## config.mk

```make
export PLATFORM = sky130hd
export DESIGN_NAME = nv21_watermark_overlay_core
export DESIGN_NICKNAME = d
export VERILOG_FILES = /design/src/rtl/nv21wm_pkg.sv /design/src/rtl/nv21wm_blend.sv /design/src/rtl/nv21_watermark_overlay_core.sv
export SDC_FILE = /design/constraint.sdc
export NUM_CORES = 1
export LEC_CHECK = 0
export BUFFER_PORTS_ARGS = -buffer_cell sky130_fd_sc_hd__buf_4
export CAP_MARGIN = 20
export CELL_PAD_IN_SITES_DETAIL_PLACEMENT = 0
export CELL_PAD_IN_SITES_GLOBAL_PLACEMENT = 1
export CORE_MARGIN = 2
export CORE_UTILIZATION = 49
export DETAILED_ROUTE_END_ITERATION = 8
export GPL_ROUTABILITY_DRIVEN = 0
export MAX_ROUTING_LAYER = met4
export PLACE_DENSITY_LB_ADDON = 0.1
export SLEW_MARGIN = 20
export SYNTH_ARGS = -nofsm -noshare
export SYNTH_HDL_FRONTEND = slang
export SYNTH_SLANG_ARGS = --single-unit
```

## constraint.sdc

```tcl
create_clock -name clk -period 4.5 [get_ports clk]
set_input_delay 1.35 -clock clk [delete_from_list [all_inputs] [get_ports clk]]
set_output_delay 1.35 -clock clk [all_outputs]
set_load 0.02 [all_outputs]
```

## src/rtl/nv21wm_pkg.sv

```systemverilog
// Shared types, codes and helper functions for the NV21 watermark overlay core.
// No dependencies; imported by nv21wm_blend and nv21_watermark_overlay_core.
`default_nettype none

package nv21wm_pkg;

    localparam int COORD_BITS  = 13;
    localparam int DIM_BITS    = 14;
    localparam int MARGIN_BITS = 11;

    localparam logic [7:0] LUMA_THRESHOLD = 8'd16;
    localparam logic [7:0] UV_NEUTRAL     = 8'h80;
    localparam logic [7:0] FULL_SCALE     = 8'd255;
    localparam logic [9:0] DPI_UNIT       = 10'd160;

    localparam logic [2:0] POS_TL  = 3'd0;
    localparam logic [2:0] POS_BL  = 3'd1;
    localparam logic [2:0] POS_BR  = 3'd2;
    localparam logic [2:0] POS_TR  = 3'd3;
    localparam logic [2:0] POS_MID = 3'd4;

    localparam logic [1:0] MODE_COVER = 2'd0;
    localparam logic [1:0] MODE_TRANS = 2'd1;
    localparam logic [1:0] MODE_WHITE = 2'd2;
    localparam logic [1:0] MODE_OFF   = 2'd3;

    localparam logic [2:0] REG_FRAME_WIDTH  = 3'd0;
    localparam logic [2:0] REG_FRAME_HEIGHT = 3'd1;
    localparam logic [2:0] REG_MARK_WIDTH   = 3'd2;
    localparam logic [2:0] REG_MARK_HEIGHT  = 3'd3;
    localparam logic [2:0] REG_MARGIN_DP    = 3'd4;
    localparam logic [2:0] REG_SCREEN_DPI   = 3'd5;
    localparam logic [2:0] REG_PLACEMENT    = 3'd6;
    localparam logic [2:0] REG_BLEND_MODE   = 3'd7;

    typedef logic signed [15:0] coord_t;

    function automatic logic [2:0] mirror_pos(input logic [2:0] pos);
        if (pos == POS_MID)
            return POS_MID;
        return {1'b0, ~pos[1:0]};
    endfunction

    function automatic logic [2:0] rotate_pos(input logic [2:0] pos, input logic [1:0] rot);
        logic [1:0] sum;
        sum = pos[1:0] + rot;
        if (pos == POS_MID)
            return POS_MID;
        return {1'b0, sum};
    endfunction

    // floor(dpi / 160) for a 10-bit dpi
    function automatic logic [2:0] dpi_scale(input logic [9:0] dpi);
        if (dpi >= 10'(6 * DPI_UNIT))
            return 3'd6;
        else if (dpi >= 10'(5 * DPI_UNIT))
            return 3'd5;
        else if (dpi >= 10'(4 * DPI_UNIT))
            return 3'd4;
        else if (dpi >= 10'(3 * DPI_UNIT))
            return 3'd3;
        else if (dpi >= 10'(2 * DPI_UNIT))
            return 3'd2;
        else if (dpi >= DPI_UNIT)
            return 3'd1;
        return 3'd0;
    endfunction

    // floor(p / 255), exact for any product of two bytes
    function automatic logic [7:0] div255(input logic [15:0] p);
        logic [16:0] s;
        s = {1'b0, p} + {9'd0, p[15:8]} + 17'd1;
        return s[15:8];
    endfunction

endpackage

`default_nettype wire

```

## src/rtl/nv21wm_blend.sv

```systemverilog
// Two-stage luma blend: floor(w*w/255) + floor((255-w)*f/255).
// Depends on nv21wm_pkg for div255 and FULL_SCALE.
`default_nettype none

module nv21wm_blend
    import nv21wm_pkg::*;
(
    input  wire logic       clk,
    input  wire logic [7:0] mark_luma,
    input  wire logic [7:0] frame_luma,
    output logic      [7:0] blend_luma
);

    logic [15:0] mark_sq_reg;
    logic [15:0] frame_part_reg;
    logic [7:0]  blend_reg;
    logic [7:0]  inv_luma;
    logic [7:0]  blend_next;

    assign inv_luma   = FULL_SCALE - mark_luma;
    assign blend_next = div255(mark_sq_reg) + div255(frame_part_reg);

    always_ff @(posedge clk)
    begin
        mark_sq_reg    <= {8'd0, mark_luma} * {8'd0, mark_luma};
        frame_part_reg <= {8'd0, inv_luma} * {8'd0, frame_luma};
        blend_reg      <= blend_next;
    end

    assign blend_luma = blend_reg;

endmodule

`default_nettype wire

```

## src/rtl/nv21_watermark_overlay_core.sv

```systemverilog
// Top level of the NV21 watermark overlay: config registers and a four-stage pixel pipeline.
// Depends on nv21wm_pkg and nv21wm_blend.
//
//  channel  | handshake               | payload
//  ---------+-------------------------+---------------------------------------------
//  pixel in | start, busy             | mark_col, mark_row, mark_luma, mark_chroma,
//           |                         | frame_luma
//  config   | cfg_valid, cfg_ready    | cfg_index, cfg_data
//  write out| done                    | dest_col, dest_row, luma_write, new_luma,
//           |                         | chroma_write, chroma_row, new_chroma
//
// One pixel per cycle while busy is low; every transaction yields one result, strobed by done.
// Stages: anchor map and margin, raw start point plus blend products,
// pull-back and clamp plus divide, destination add and frame compare.
// busy is high only in the first cycle after reset; cfg_ready is always high.
// The receiver cannot stall, so the pipeline never holds.
`default_nettype none

module nv21_watermark_overlay_core
    import nv21wm_pkg::*;
(
    input  wire logic                  clk,
    input  wire logic                  rst_n,
    input  wire logic                  start,
    output logic                       busy,
    input  wire logic [COORD_BITS-1:0] mark_col,
    input  wire logic [COORD_BITS-1:0] mark_row,
    input  wire logic [7:0]            mark_luma,
    input  wire logic [7:0]            mark_chroma,
    input  wire logic [7:0]            frame_luma,
    input  wire logic                  cfg_valid,
    output logic                       cfg_ready,
    input  wire logic [2:0]            cfg_index,
    input  wire logic [DIM_BITS-1:0]   cfg_data,
    output logic                       done,
    output logic [DIM_BITS-1:0]        dest_col,
    output logic [DIM_BITS-1:0]        dest_row,
    output logic                       luma_write,
    output logic [7:0]                 new_luma,
    output logic                       chroma_write,
    output logic [DIM_BITS-2:0]        chroma_row,
    output logic [7:0]                 new_chroma
);

    logic [DIM_BITS-1:0] frame_width_reg;
    logic [DIM_BITS-1:0] frame_height_reg;
    logic [DIM_BITS-1:0] mark_width_reg;
    logic [DIM_BITS-1:0] mark_height_reg;
    logic [7:0]          margin_dp_reg;
    logic [9:0]          screen_dpi_reg;
    logic [5:0]          placement_reg;
    logic [2:0]          blend_mode_reg;
    logic                busy_reg;

    logic accept;

    // stage A
    logic                   a_valid_reg;
    logic                   a_ok_reg;
    logic [2:0]             a_pos_reg;
    logic [MARGIN_BITS-1:0] a_margin_reg;
    logic [COORD_BITS-1:0]  a_col_reg;
    logic [COORD_BITS-1:0]  a_row_reg;
    logic [7:0]             a_wl_reg;
    logic [7:0]             a_wc_reg;
    logic [7:0]             a_fl_reg;
    logic                   a_ok_next;
    logic [2:0]             a_pos_next;
    logic [2:0]             pos_mirrored;
    logic [MARGIN_BITS-1:0] a_margin_next;

    // stage B
    logic                  b_valid_reg;
    logic                  b_ok_reg;
    coord_t                b_x_reg;
    coord_t                b_y_reg;
    logic [COORD_BITS-1:0] b_col_reg;
    logic [COORD_BITS-1:0] b_row_reg;
    logic [7:0]            b_wl_reg;
    logic [7:0]            b_wc_reg;
    coord_t                b_x_next;
    coord_t                b_y_next;

    // stage C
    logic                  c_valid_reg;
    logic                  c_ok_reg;
    logic [DIM_BITS-1:0]   c_sx_reg;
    logic [DIM_BITS-1:0]   c_sy_reg;
    logic [COORD_BITS-1:0] c_col_reg;
    logic [COORD_BITS-1:0] c_row_reg;
    logic [7:0]            c_wl_reg;
    logic [7:0]            c_wc_reg;
    coord_t                x_fit;
    coord_t                y_fit;
    logic [DIM_BITS-1:0]   c_sx_next;
    logic [DIM_BITS-1:0]   c_sy_next;
    logic [7:0]            blend_luma;

    // output stage
    logic                done_reg;
    logic [DIM_BITS-1:0] dest_col_reg;
    logic [DIM_BITS-1:0] dest_row_reg;
    logic                luma_write_reg;
    logic [7:0]          new_luma_reg;
    logic                chroma_write_reg;
    logic [DIM_BITS-2:0] chroma_row_reg;
    logic [7:0]          new_chroma_reg;
    logic [DIM_BITS:0]   dx;
    logic [DIM_BITS:0]   dy;
    logic                write_next;
    logic [7:0]          luma_next;
    logic                chroma_next;
    logic [7:0]          cval_next;

    coord_t fw;
    coord_t fh;
    coord_t mw;
    coord_t mh;
    coord_t mg;

    assign accept    = start && !busy_reg;
    assign busy      = busy_reg;
    assign cfg_ready = 1'b1;

    always_ff @(posedge clk or negedge rst_n)
    begin
        if (!rst_n)
        begin
            frame_width_reg  <= DIM_BITS'(1920);
            frame_height_reg <= DIM_BITS'(1080);
            mark_width_reg   <= DIM_BITS'(64);
            mark_height_reg  <= DIM_BITS'(64);
            margin_dp_reg    <= 8'd0;
            screen_dpi_reg   <= DPI_UNIT;
            placement_reg    <= {3'd0, POS_TR};
            blend_mode_reg   <= {1'b0, MODE_COVER};
        end
        else if (cfg_valid && cfg_ready)
        begin
            case (cfg_index)
                REG_FRAME_WIDTH:  frame_width_reg  <= cfg_data;
                REG_FRAME_HEIGHT: frame_height_reg <= cfg_data;
                REG_MARK_WIDTH:   mark_width_reg   <= cfg_data;
                REG_MARK_HEIGHT:  mark_height_reg  <= cfg_data;
                REG_MARGIN_DP:    margin_dp_reg    <= cfg_data[7:0];
                REG_SCREEN_DPI:   screen_dpi_reg   <= cfg_data[9:0];
                REG_PLACEMENT:    placement_reg    <= cfg_data[5:0];
                REG_BLEND_MODE:   blend_mode_reg   <= cfg_data[2:0];
                default:          ;
            endcase
        end
    end

    // stage A: map the anchor, form the margin, reject dead pixels
    always_comb
    begin
        a_ok_next = (placement_reg[2:0] <= POS_MID)
                 && (blend_mode_reg[1:0] != MODE_OFF)
                 && ({1'b0, mark_col} < mark_width_reg)
                 && ({1'b0, mark_row} < mark_height_reg);
        pos_mirrored  = placement_reg[5] ? mirror_pos(placement_reg[2:0]) : placement_reg[2:0];
        a_pos_next    = rotate_pos(pos_mirrored, placement_reg[4:3]);
        a_margin_next = {8'd0, dpi_scale(screen_dpi_reg)} * {3'd0, margin_dp_reg};
    end

    // stage B: raw start point
    assign fw = {2'b00, frame_width_reg};
    assign fh = {2'b00, frame_height_reg};
    assign mw = {2'b00, mark_width_reg};
    assign mh = {2'b00, mark_height_reg};
    assign mg = {5'd0, a_margin_reg};

    always_comb
    begin
        case (a_pos_reg)
            POS_MID:
            begin
                b_x_next = (fw >>> 1) - (mw >>> 1);
                b_y_next = (fh >>> 1) - (mh >>> 1);
            end
            POS_TL:
            begin
                b_x_next = mg;
                b_y_next = mg;
            end
            POS_TR:
            begin
                b_x_next = fw - mw - mg;
                b_y_next = mg;
            end
            POS_BL:
            begin
                b_x_next = mg;
                b_y_next = fh - mh - mg;
            end
            default:
            begin
                b_x_next = fw - mw - mg;
                b_y_next = fh - mh - mg;
            end
        endcase
    end

    nv21wm_blend u_blend (
        .clk        (clk),
        .mark_luma  (a_wl_reg),
        .frame_luma (a_fl_reg),
        .blend_luma (blend_luma)
    );

    // stage C: pull back inside the frame, clamp at zero
    always_comb
    begin
        x_fit     = (b_x_reg + mw > fw) ? fw - mw : b_x_reg;
        y_fit     = (b_y_reg + mh > fh) ? fh - mh : b_y_reg;
        c_sx_next = (x_fit > 16'sd0) ? x_fit[DIM_BITS-1:0] : '0;
        c_sy_next = (y_fit > 16'sd0) ? y_fit[DIM_BITS-1:0] : '0;
    end

    // output stage: destination and write decision
    always_comb
    begin
        dx = {2'b00, c_col_reg} + {1'b0, c_sx_reg};
        dy = {2'b00, c_row_reg} + {1'b0, c_sy_reg};
        write_next = c_ok_reg
                  && (dx < {1'b0, frame_width_reg})
                  && (dy < {1'b0, frame_height_reg})
                  && (c_wl_reg > LUMA_THRESHOLD);
        case (blend_mode_reg[1:0])
            MODE_COVER:
            begin
                luma_next   = c_wl_reg;
                chroma_next = !c_row_reg[0] && !blend_mode_reg[2];
                cval_next   = c_wc_reg;
            end
            MODE_WHITE:
            begin
                luma_next   = blend_luma;
                chroma_next = !c_row_reg[0] && !blend_mode_reg[2];
                cval_next   = UV_NEUTRAL;
            end
            default:
            begin
                luma_next   = blend_luma;
                chroma_next = 1'b0;
                cval_next   = UV_NEUTRAL;
            end
        endcase
    end

    always_ff @(posedge clk or negedge rst_n)
    begin
        if (!rst_n)
        begin
            busy_reg    <= 1'b1;
            a_valid_reg <= 1'b0;
            b_valid_reg <= 1'b0;
            c_valid_reg <= 1'b0;
            done_reg    <= 1'b0;
        end
        else
        begin
            busy_reg    <= 1'b0;
            a_valid_reg <= accept;
            b_valid_reg <= a_valid_reg;
            c_valid_reg <= b_valid_reg;
            done_reg    <= c_valid_reg;
        end
    end

    always_ff @(posedge clk)
    begin
        a_ok_reg     <= a_ok_next;
        a_pos_reg    <= a_pos_next;
        a_margin_reg <= a_margin_next;
        a_col_reg    <= mark_col;
        a_row_reg    <= mark_row;
        a_wl_reg     <= mark_luma;
        a_wc_reg     <= mark_chroma;
        a_fl_reg     <= frame_luma;

        b_ok_reg  <= a_ok_reg;
        b_x_reg   <= b_x_next;
        b_y_reg   <= b_y_next;
        b_col_reg <= a_col_reg;
        b_row_reg <= a_row_reg;
        b_wl_reg  <= a_wl_reg;
        b_wc_reg  <= a_wc_reg;

        c_ok_reg  <= b_ok_reg;
        c_sx_reg  <= c_sx_next;
        c_sy_reg  <= c_sy_next;
        c_col_reg <= b_col_reg;
        c_row_reg <= b_row_reg;
        c_wl_reg  <= b_wl_reg;
        c_wc_reg  <= b_wc_reg;

        if (write_next)
        begin
            dest_col_reg     <= dx[DIM_BITS-1:0];
            dest_row_reg     <= dy[DIM_BITS-1:0];
            luma_write_reg   <= 1'b1;
            new_luma_reg     <= luma_next;
            chroma_write_reg <= chroma_next;
            chroma_row_reg   <= chroma_next ? dy[DIM_BITS-1:1] : '0;
            new_chroma_reg   <= chroma_next ? cval_next : 8'd0;
        end
        else
        begin
            dest_col_reg     <= '0;
            dest_row_reg     <= '0;
            luma_write_reg   <= 1'b0;
            new_luma_reg     <= 8'd0;
            chroma_write_reg <= 1'b0;
            chroma_row_reg   <= '0;
            new_chroma_reg   <= 8'd0;
        end
    end

    assign done         = done_reg;
    assign dest_col     = dest_col_reg;
    assign dest_row     = dest_row_reg;
    assign luma_write   = luma_write_reg;
    assign new_luma     = new_luma_reg;
    assign chroma_write = chroma_write_reg;
    assign chroma_row   = chroma_row_reg;
    assign new_chroma   = new_chroma_reg;

    a_latency: assert property (@(posedge clk) disable iff (!rst_n)
        start && !busy |-> ##4 done)
        else $error("result strobe missing four cycles after transaction");

    a_no_write_zero: assert property (@(posedge clk) disable iff (!rst_n)
        done && !luma_write |-> dest_col == '0 && dest_row == '0 && new_luma == 8'd0
                                && !chroma_write && chroma_row == '0 && new_chroma == 8'd0)
        else $error("fields not cleared on a dropped pixel");

    a_chroma_needs_luma: assert property (@(posedge clk) disable iff (!rst_n)
        done && chroma_write |-> luma_write && chroma_row == dest_row[DIM_BITS-1:1])
        else $error("chroma write inconsistent with luma destination");

    a_strobe_source: assert property (@(posedge clk) disable iff (!rst_n)
        done |-> $past(c_valid_reg))
        else $error("result strobe without a pipeline transaction");

endmodule

`default_nettype wire
```

==> flow_metrics.py, run 1 <==
metrics = {
    "run_status": {
        "run_status": "finished clean",
    },
    "clock_tree": {
        "root_buffer": "sky130_fd_sc_hd__clkbuf_16",
        "clock_tree.htree_level_count": 2,
        "numClockSinks": 391,
        "cts.reportedPaths.clkPinSlew_ns": 0.06,
        "worstSkewPairLatency_ns": 0.59,
        "ctsLongestPathBuffers": 3,
        "numCtsBuffers": 44,
        "tritoncts": "yes",
    },
    "cells_and_area": {
        "final_cell_count_no_fill": 3242,
        "area.growth.synth_to_final_pct": 14.7,
        "fin_area_sq_um": 26700,
        "final_layout_fill_cell_count": 4183,
        "finish.net_count": 3033,
        "post_route_cells_drive_above_1_share_pct": 13.1,
        "final_core_utilization_pct": 57.2,
        "diodes": 0,
    },
    "synthesis": {
        "synthesis.instances": 2449,
        "netlist.top_cell.by_area": "sky130_fd_sc_hd__dfxtp_1",
        "ys.warnings.count": 0,
        "post-synth-top-count-cell": "sky130_fd_sc_hd__dfxtp_1",
        "yosys-top-cells-count": "sky130_fd_sc_hd__dfxtp_1, sky130_fd_sc_hd__ha_1, sky130_fd_sc_hd__inv_1, sky130_fd_sc_hd__nand2_1, sky130_fd_sc_hd__nor2_1",
        "synth_nets": 2880,
        "ys.flop_type": "sky130_fd_sc_hd__dfxtp_1",
        "yosysUniqueCellTypes": 82,
        "cell_area_after_synthesis_sq_um": 23300,
        "synth.area.top_cells": "sky130_fd_sc_hd__dfxtp_1, sky130_fd_sc_hd__ha_1, sky130_fd_sc_hd__dfrtp_1",
        "ys_seq_area_share_pct": 35.5,
        "syn_avg_cell_area_sq_um": 9.49,
        "asyncSetResetFlopFracSynth_pct": 21.2,
        "synth-seq-cells": 391,
        "yosysTopAreaCellShare_pct": 26.5,
        "synth_edf_count": 0,
    },
    "power_and_ir_drop": {
        "design_power_total_mw": 20.1,
        "irDropWorstVdd_uv": 410,
        "cellLeakagePower_nw": 12.6,
        "p_per_area_nw_per_um2": 754,
    },
    "worst_setup_path": {
        "worstReg2RegEnd": "c_sx_reg[0]",
        "timing.critical_path.fanout_max": 7,
        "worstSetupEndpointType": "register",
        "timing.setup.critical_path_class": "register to register",
        "ff_to_ff_start": "mark_width_reg[0]",
        "timing.critical_path.from_type": "register",
        "ff2ff_path_depth": 18,
        "startpoint_of_the_most_critical_setup_path": "mark_width_reg[0]",
        "worst_ep_arrival_time_ns": 4.85,
        "reg2reg_slack_ns": 0.17,
        "critPathRequiredTime_ns": 5.02,
        "cp-endpoint": "c_sx_reg[0]",
    },
    "sta": {
        "timing.max_slew.rel_slack_pct": 31.0,
        "maxSlewViolCount": 0,
        "final_min_period_over_clock_period_pct": 96.2,
        "finalCriticalPeriod_ns": 4.33,
        "timing.final.setup_violations": 0,
        "timing.final.hold_violations": 0,
        "final.setup.tns_ns": 0,
        "worst_slack_ns": 0.170,
        "fin_worst_hold_slack_ns": 0.325,
        "timing.fmax_mhz": 231,
        "worst_pin_slew_ns": 1.03,
        "finalClockSkew_ns": 0.0155,
    },
    "global_route": {
        "grt_pass1_wl_microns": 96600,
        "grt_start_max_net_pins": 60,
        "most_heavily_used_metal_layer_in_global_routing": "met1",
        "grt_pass1_vias": 17000,
        "global_route.usage.met1_pct": 40.3,
        "total_congestion_overflow": 0,
        "global_route.usage.total_pct": 26.0,
        "grtUsageMet3_pct": 3.05,
        "grt_util_met2_pct": 35.4,
        "grt_antenna_before_repair": 0,
    },
    "detailed_routing": {
        "drcViolationCount": 0,
        "drt-total-wl_microns": 62300,
        "drt_first_iter_violations": 1347,
        "route.detailed.vias_per_inst": 5.53,
        "avgRoutedWirePerCell_microns": 19.2,
        "drt_pass1_iterations": 7,
        "route.antenna.remaining_nets": 0,
        "vias": 17900,
    },
    "floorplan": {
        "top_level_ports": 133,
        "core-area_sq_um": 46700,
        "die_area_sq_um": 49200,
        "floorplan.die.width_microns": 222,
        "die_height_microns": 222,
        "row_count": 79,
        "initial_core_util_pct": 49.8,
    },
    "placement": {
        "numPortBuffers": 131,
        "detailedPlacementHpwl_microns": 50000,
        "dpl-instance-area_sq_um": 25000,
        "place_inst": 3159,
        "post-place-ws_ns": 0.00560,
    },
    "job": {
        "timing.max_cap.violations": 0,
    },
    "hold_path": {
        "hold-path-cell-count": 0,
        "worstHoldPathType": "register to register",
    },
}
## placed cells by master, fill, tap and decap left out, types with 10 or more instances in the layout
| cell type | count |
|---|---|
| sky130_fd_sc_hd__nor2_1 | 139 |
| sky130_fd_sc_hd__a211oi_1 | 16 |
| sky130_fd_sc_hd__dfrtp_1 | 67 |
| sky130_fd_sc_hd__clkbuf_1 | 11 |
| sky130_fd_sc_hd__a22oi_1 | 14 |
| sky130_fd_sc_hd__mux2i_1 | 10 |
| sky130_fd_sc_hd__o211ai_1 | 14 |
| sky130_fd_sc_hd__a21o_1 | 62 |
| sky130_fd_sc_hd__nand4_1 | 17 |
| sky130_fd_sc_hd__or2_2 | 13 |
| sky130_fd_sc_hd__or3_1 | 23 |
| sky130_fd_sc_hd__o21a_1 | 26 |
| sky130_fd_sc_hd__and3_1 | 25 |
| sky130_fd_sc_hd__ha_1 | 281 |
| sky130_fd_sc_hd__xor2_1 | 61 |
| sky130_fd_sc_hd__a21oi_1 | 120 |
| sky130_fd_sc_hd__nand2b_1 | 37 |
| sky130_fd_sc_hd__o21bai_1 | 13 |
| sky130_fd_sc_hd__nor2b_1 | 72 |
| sky130_fd_sc_hd__dfxtp_1 | 302 |
| sky130_fd_sc_hd__a31o_2 | 10 |
| sky130_fd_sc_hd__a31oi_1 | 15 |
| sky130_fd_sc_hd__mux2_2 | 38 |
| sky130_fd_sc_hd__nor3_1 | 61 |
| sky130_fd_sc_hd__dfstp_2 | 15 |
| sky130_fd_sc_hd__fa_1 | 79 |
| sky130_fd_sc_hd__a22o_1 | 15 |
| sky130_fd_sc_hd__xnor2_1 | 102 |
| sky130_fd_sc_hd__and2_1 | 41 |
| sky130_fd_sc_hd__nand3_1 | 33 |
| sky130_fd_sc_hd__nand2_1 | 165 |
| sky130_fd_sc_hd__buf_4 | 165 |
| sky130_fd_sc_hd__inv_1 | 235 |
| sky130_fd_sc_hd__o21ai_0 | 132 |
| sky130_fd_sc_hd__clkbuf_16 | 49 |
## metal layers
layer | part of all wire, % | up-vias
li1 | - | 8751
met1 | 52 | 8576
met2 | 40 | 514
met3 | 5.8 | 87
met4 | 2.1 | 0
met5 | 0 | -
## worst min-delay path by stage
stage,start,slack (ns),to
after CTS,b_wl_reg[6],0.32,c_wl_reg[6]
after floorplan,a_col_reg[0],0.31,b_col_reg[0]
final,b_wl_reg[6],0.32,c_wl_reg[6]
after global routing,a_row_reg[2],0.33,b_row_reg[2]
after global placement,a_col_reg[12],0.31,b_col_reg[12]
after detailed placement,b_col_reg[6],0.31,c_col_reg[6]
## cell type report
type	instances	area, sq um	share of cell area, %
Clock buffer	67	1360	5.11
Timing Repair Buffer	169	1310	4.91
Multi-Input combinational cell	1761	13900	52.2
Inverter	235	882	3.31
Sequential cell	391	8270	31.0
Clock inverter	12	178	0.666
Tap cell	607	759	2.85
## power breakdown
part,internal (mW),switching [mW]
combinational,4.81,6.50
clock,2.27,1.48
sequential,4.37,0.673
total,11.5,8.66
## critical path: stages (launching register included)
cell	delay [ns]
sky130_fd_sc_hd__dfrtp_2	0.45
sky130_fd_sc_hd__ha_1	0.24
sky130_fd_sc_hd__inv_1	0.08
sky130_fd_sc_hd__fa_1	0.20
sky130_fd_sc_hd__nor2b_1	0.06
sky130_fd_sc_hd__o31a_1	0.27
sky130_fd_sc_hd__o31a_1	0.29
sky130_fd_sc_hd__o211a_1	0.25
sky130_fd_sc_hd__or2_2	0.30
sky130_fd_sc_hd__xor2_1	0.15
sky130_fd_sc_hd__ha_1	0.29
sky130_fd_sc_hd__nand4_1	0.16
sky130_fd_sc_hd__nor2_2	0.16
sky130_fd_sc_hd__o21ai_0	0.11
sky130_fd_sc_hd__o2111ai_1	0.14
sky130_fd_sc_hd__o211ai_1	0.24
sky130_fd_sc_hd__a2111oi_4	0.44
sky130_fd_sc_hd__buf_4	0.23
sky130_fd_sc_hd__a22o_1	0.19
## kinds of logic (layout without fill, tap and decap cells)
kind of cell,after synthesis,in the layout,share of synthesized area (%)
simple gates,661,661,14.2
buf+inv,297,483,4.98
xor+xnor,163,163,6.14
mux,48,48,2.27
other cells,2,2,0.0323
flops,391,391,35.5
fa+ha+maj,360,360,21.9
compound gates,527,527,14.9
## repair_timing
item / 4_1_cts / 5_1_grt
setup buffers: 0 / 3
gates cloned: 0 / 1
endpoints found under the setup margin: 8 / 89
pin swaps: 0 / 3
gates resized for setup: 1 / 28
hold buffers: 0 / 0
Note: power is estimated with default switching activity, not from simulation.
==> inputs of run 2 (changes only) <==
Settings changed: PLACE_DENSITY_LB_ADDON 0.1 to 0.15.
==> flow_metrics.py, run 2 (synthesis gave the netlist of run 1 again) <==
metrics = {
    "run_status": {
        "run_status": "finished clean",
    },
    "clock_tree": {
        "worstSkewPairLatency_ns": 0.58,
        "root_buffer": "sky130_fd_sc_hd__clkbuf_16",
        "clock_tree.htree_level_count": 2,
        "cts.reportedPaths.clkPinSlew_ns": 0.06,
        "numCtsBuffers": 44,
        "ctsLongestPathBuffers": 3,
        "numClockSinks": 391,
        "tritoncts": "yes",
        "holdBufCountCts": 0,
    },
    "sta": {
        "timing.final.hold_violations": 0,
        "rsz0062_at_grt": "false",
        "final_min_period_over_clock_period_pct": 94.0,
        "timing.fmax_mhz": 236,
        "worst_slack_ns": 0.271,
        "final.setup.tns_ns": 0,
        "worst_pin_slew_ns": 1.06,
        "finalCriticalPeriod_ns": 4.23,
        "maxSlewViolCount": 0,
        "finalClockSkew_ns": 0.0193,
        "timing.final.setup_violations": 0,
        "timing.max_slew.rel_slack_pct": 28.7,
    },
    "global_route": {
        "grt_pass1_vias": 17300,
        "global_route.usage.total_pct": 25.9,
        "grt_start_max_net_pins": 60,
        "grt_pass1_wl_microns": 97300,
        "grt_antenna_before_repair": 0,
        "total_congestion_overflow": 0,
    },
    "detailed_routing": {
        "route.antenna.remaining_nets": 0,
        "route.detailed.vias_per_inst": 5.51,
        "drt_first_iter_violations": 1267,
        "drt-total-wl_microns": 61900,
        "drt_pass1_iterations": 5,
        "vias": 17800,
        "avgRoutedWirePerCell_microns": 19.1,
        "drcViolationCount": 0,
    },
    "cells_and_area": {
        "fin_area_sq_um": 26800,
        "area.growth.synth_to_final_pct": 15.1,
        "finish.net_count": 3028,
        "diodes": 0,
        "layout_commonest_cell": "sky130_fd_sc_hd__dfxtp_1",
        "post_route_cells_drive_above_1_share_pct": 13.2,
        "most_used_cells_in_the_layout_excluding_fill_and_tap_cells": "sky130_fd_sc_hd__dfxtp_1, sky130_fd_sc_hd__ha_1, sky130_fd_sc_hd__inv_1",
        "final_layout_fill_cell_count": 4180,
    },
    "power_and_ir_drop": {
        "clock_power_share_pct": 20.1,
        "combPwrFrac_pct": 55.3,
        "design_power_total_mw": 20.4,
        "p_seq_share_pct": 24.6,
        "switching_share_pct": 42.5,
        "internal-power_mw": 11.7,
        "irDropWorstVdd_uv": 373,
        "cellLeakagePower_nw": 12.6,
        "p_switching_mw": 8.67,
        "p_per_area_nw_per_um2": 762,
    },
    "placement": {
        "numPortBuffers": 131,
        "post-place-ws_ns": 0.0969,
        "detailedPlacementHpwl_microns": 50000,
        "dpl-instance-area_sq_um": 25000,
    },
    "worst_setup_path": {
        "critical_path.cell_chain": "nor2b_1 -> fa_1 -> fa_1 -> inv_1 -> fa_1 -> fa_1 -> inv_1 -> ha_1 -> o21ai_0 -> a21boi_0 -> o21ai_0 -> a21oi_1 -> nand4_1 -> a31oi_1 -> xnor2_1",
        "cp_common_cell": "sky130_fd_sc_hd__fa_1",
        "critPathRequiredTime_ns": 5.01,
        "timing.setup.critical_path_class": "register to register",
        "reg2reg_slack_ns": 0.27,
        "timing.critical_path.from_type": "register",
        "max_stage_delay_ns": 0.55,
        "worst_ep_arrival_time_ns": 4.74,
        "timing.critical_path.fanout_max": 12,
        "worstSetupEndpointType": "register",
        "timing.critical_path.slowest_stage_cell": "sky130_fd_sc_hd__fa_1",
        "worstPathBufferInverterCount": 2,
        "crit_family": "adder cells",
    },
    "floorplan": {
        "core-area_sq_um": 46700,
        "initial_core_util_pct": 49.8,
        "top_level_ports": 133,
        "row_count": 79,
        "die_height_microns": 222,
        "die_area_sq_um": 49200,
        "floorplan.die.width_microns": 222,
    },
    "job": {
        "timing.max_cap.violations": 0,
    },
    "hold_path": {
        "worstHoldPathType": "register to register",
    },
}
-- run 2: changes by cell type in the layout (fill, tap and decap cells not counted), sizes merged --
cell	before	now
clkinvlp	2	1
clkbuf	67	56
bufinv	3	11
buf	169	164
clkinv	6	8
inv	236	239
-- run 2: stage by stage --
step / hold WS [ns] / utilization [%] / cells
after floorplan: 0.310 / - / 2449
after global placement: 0.310 / 53.6 / 3156
after detailed placement: 0.312 / 53.6 / 3156
after CTS: 0.322 / 57.2 / 3236
after global routing: 0.326 / 57.4 / 3238
final: 0.321 / 57.4 / 3238
-- run 2: per-layer routing --
layer	wire, microns	up-vias	GRT usage (%)	share of wire, %
met4	1250	0	6.30	2.0
met1	31800	8538	39.4	51
met2	25100	493	36.1	41
li1	-	8755	-	-
met3	3730	56	3.47	6.0
met5	0	-	-	0
-- run 2: layout make-up --
cell class              count  area (sq um)  area share (%)
multi-input cells        1761         13900            52.0
flip-flops and latches    391          8270            30.9
repair buffers            164          1260            4.71
clock buffers              56          1230            4.59
inverters                 235           882            3.30
well taps                 607           759            2.84
clock inverters            24           447            1.67
-- run 2: what timing repair did --
action                                  in CTS  in global routing
endpoints found under the setup margin       0                 80
setup buffers                                0                  2
hold endpoints to repair                     0                  0
resized for setup                            0                 21
-- run 2: worst paths after layout --
| path | cells past startpoint | end | startpoint |
|---|---|---|---|
| setup / recovery | 15 | u_blend.frame_part_reg[15] | a_wl_reg[1] |
| hold / removal | 0 | b_row_reg[8] | a_row_reg[8] |
| setup reg to reg | 15 | u_blend.frame_part_reg[15] | a_wl_reg[1] |
| hold reg to reg | 0 | b_row_reg[8] | a_row_reg[8] |
| max in group asynchronous | 2 | mark_height_reg[6] | rst_n |
| min in group asynchronous | 1 | placement_reg[3] | rst_n |
-- run 2: power groups by stage --
stage	Clock (mW)	Sequential (mW)	Combinational (mW)
2_1_floorplan	0	4.94	8.07
3_3_place_gp	0	5.05	10.7
3_5_place_dp	0	5.08	11.0
4_1_cts	4.17	5.01	11.1
5_1_grt	4.32	5.10	12.6
6_report	4.09	5.02	11.3
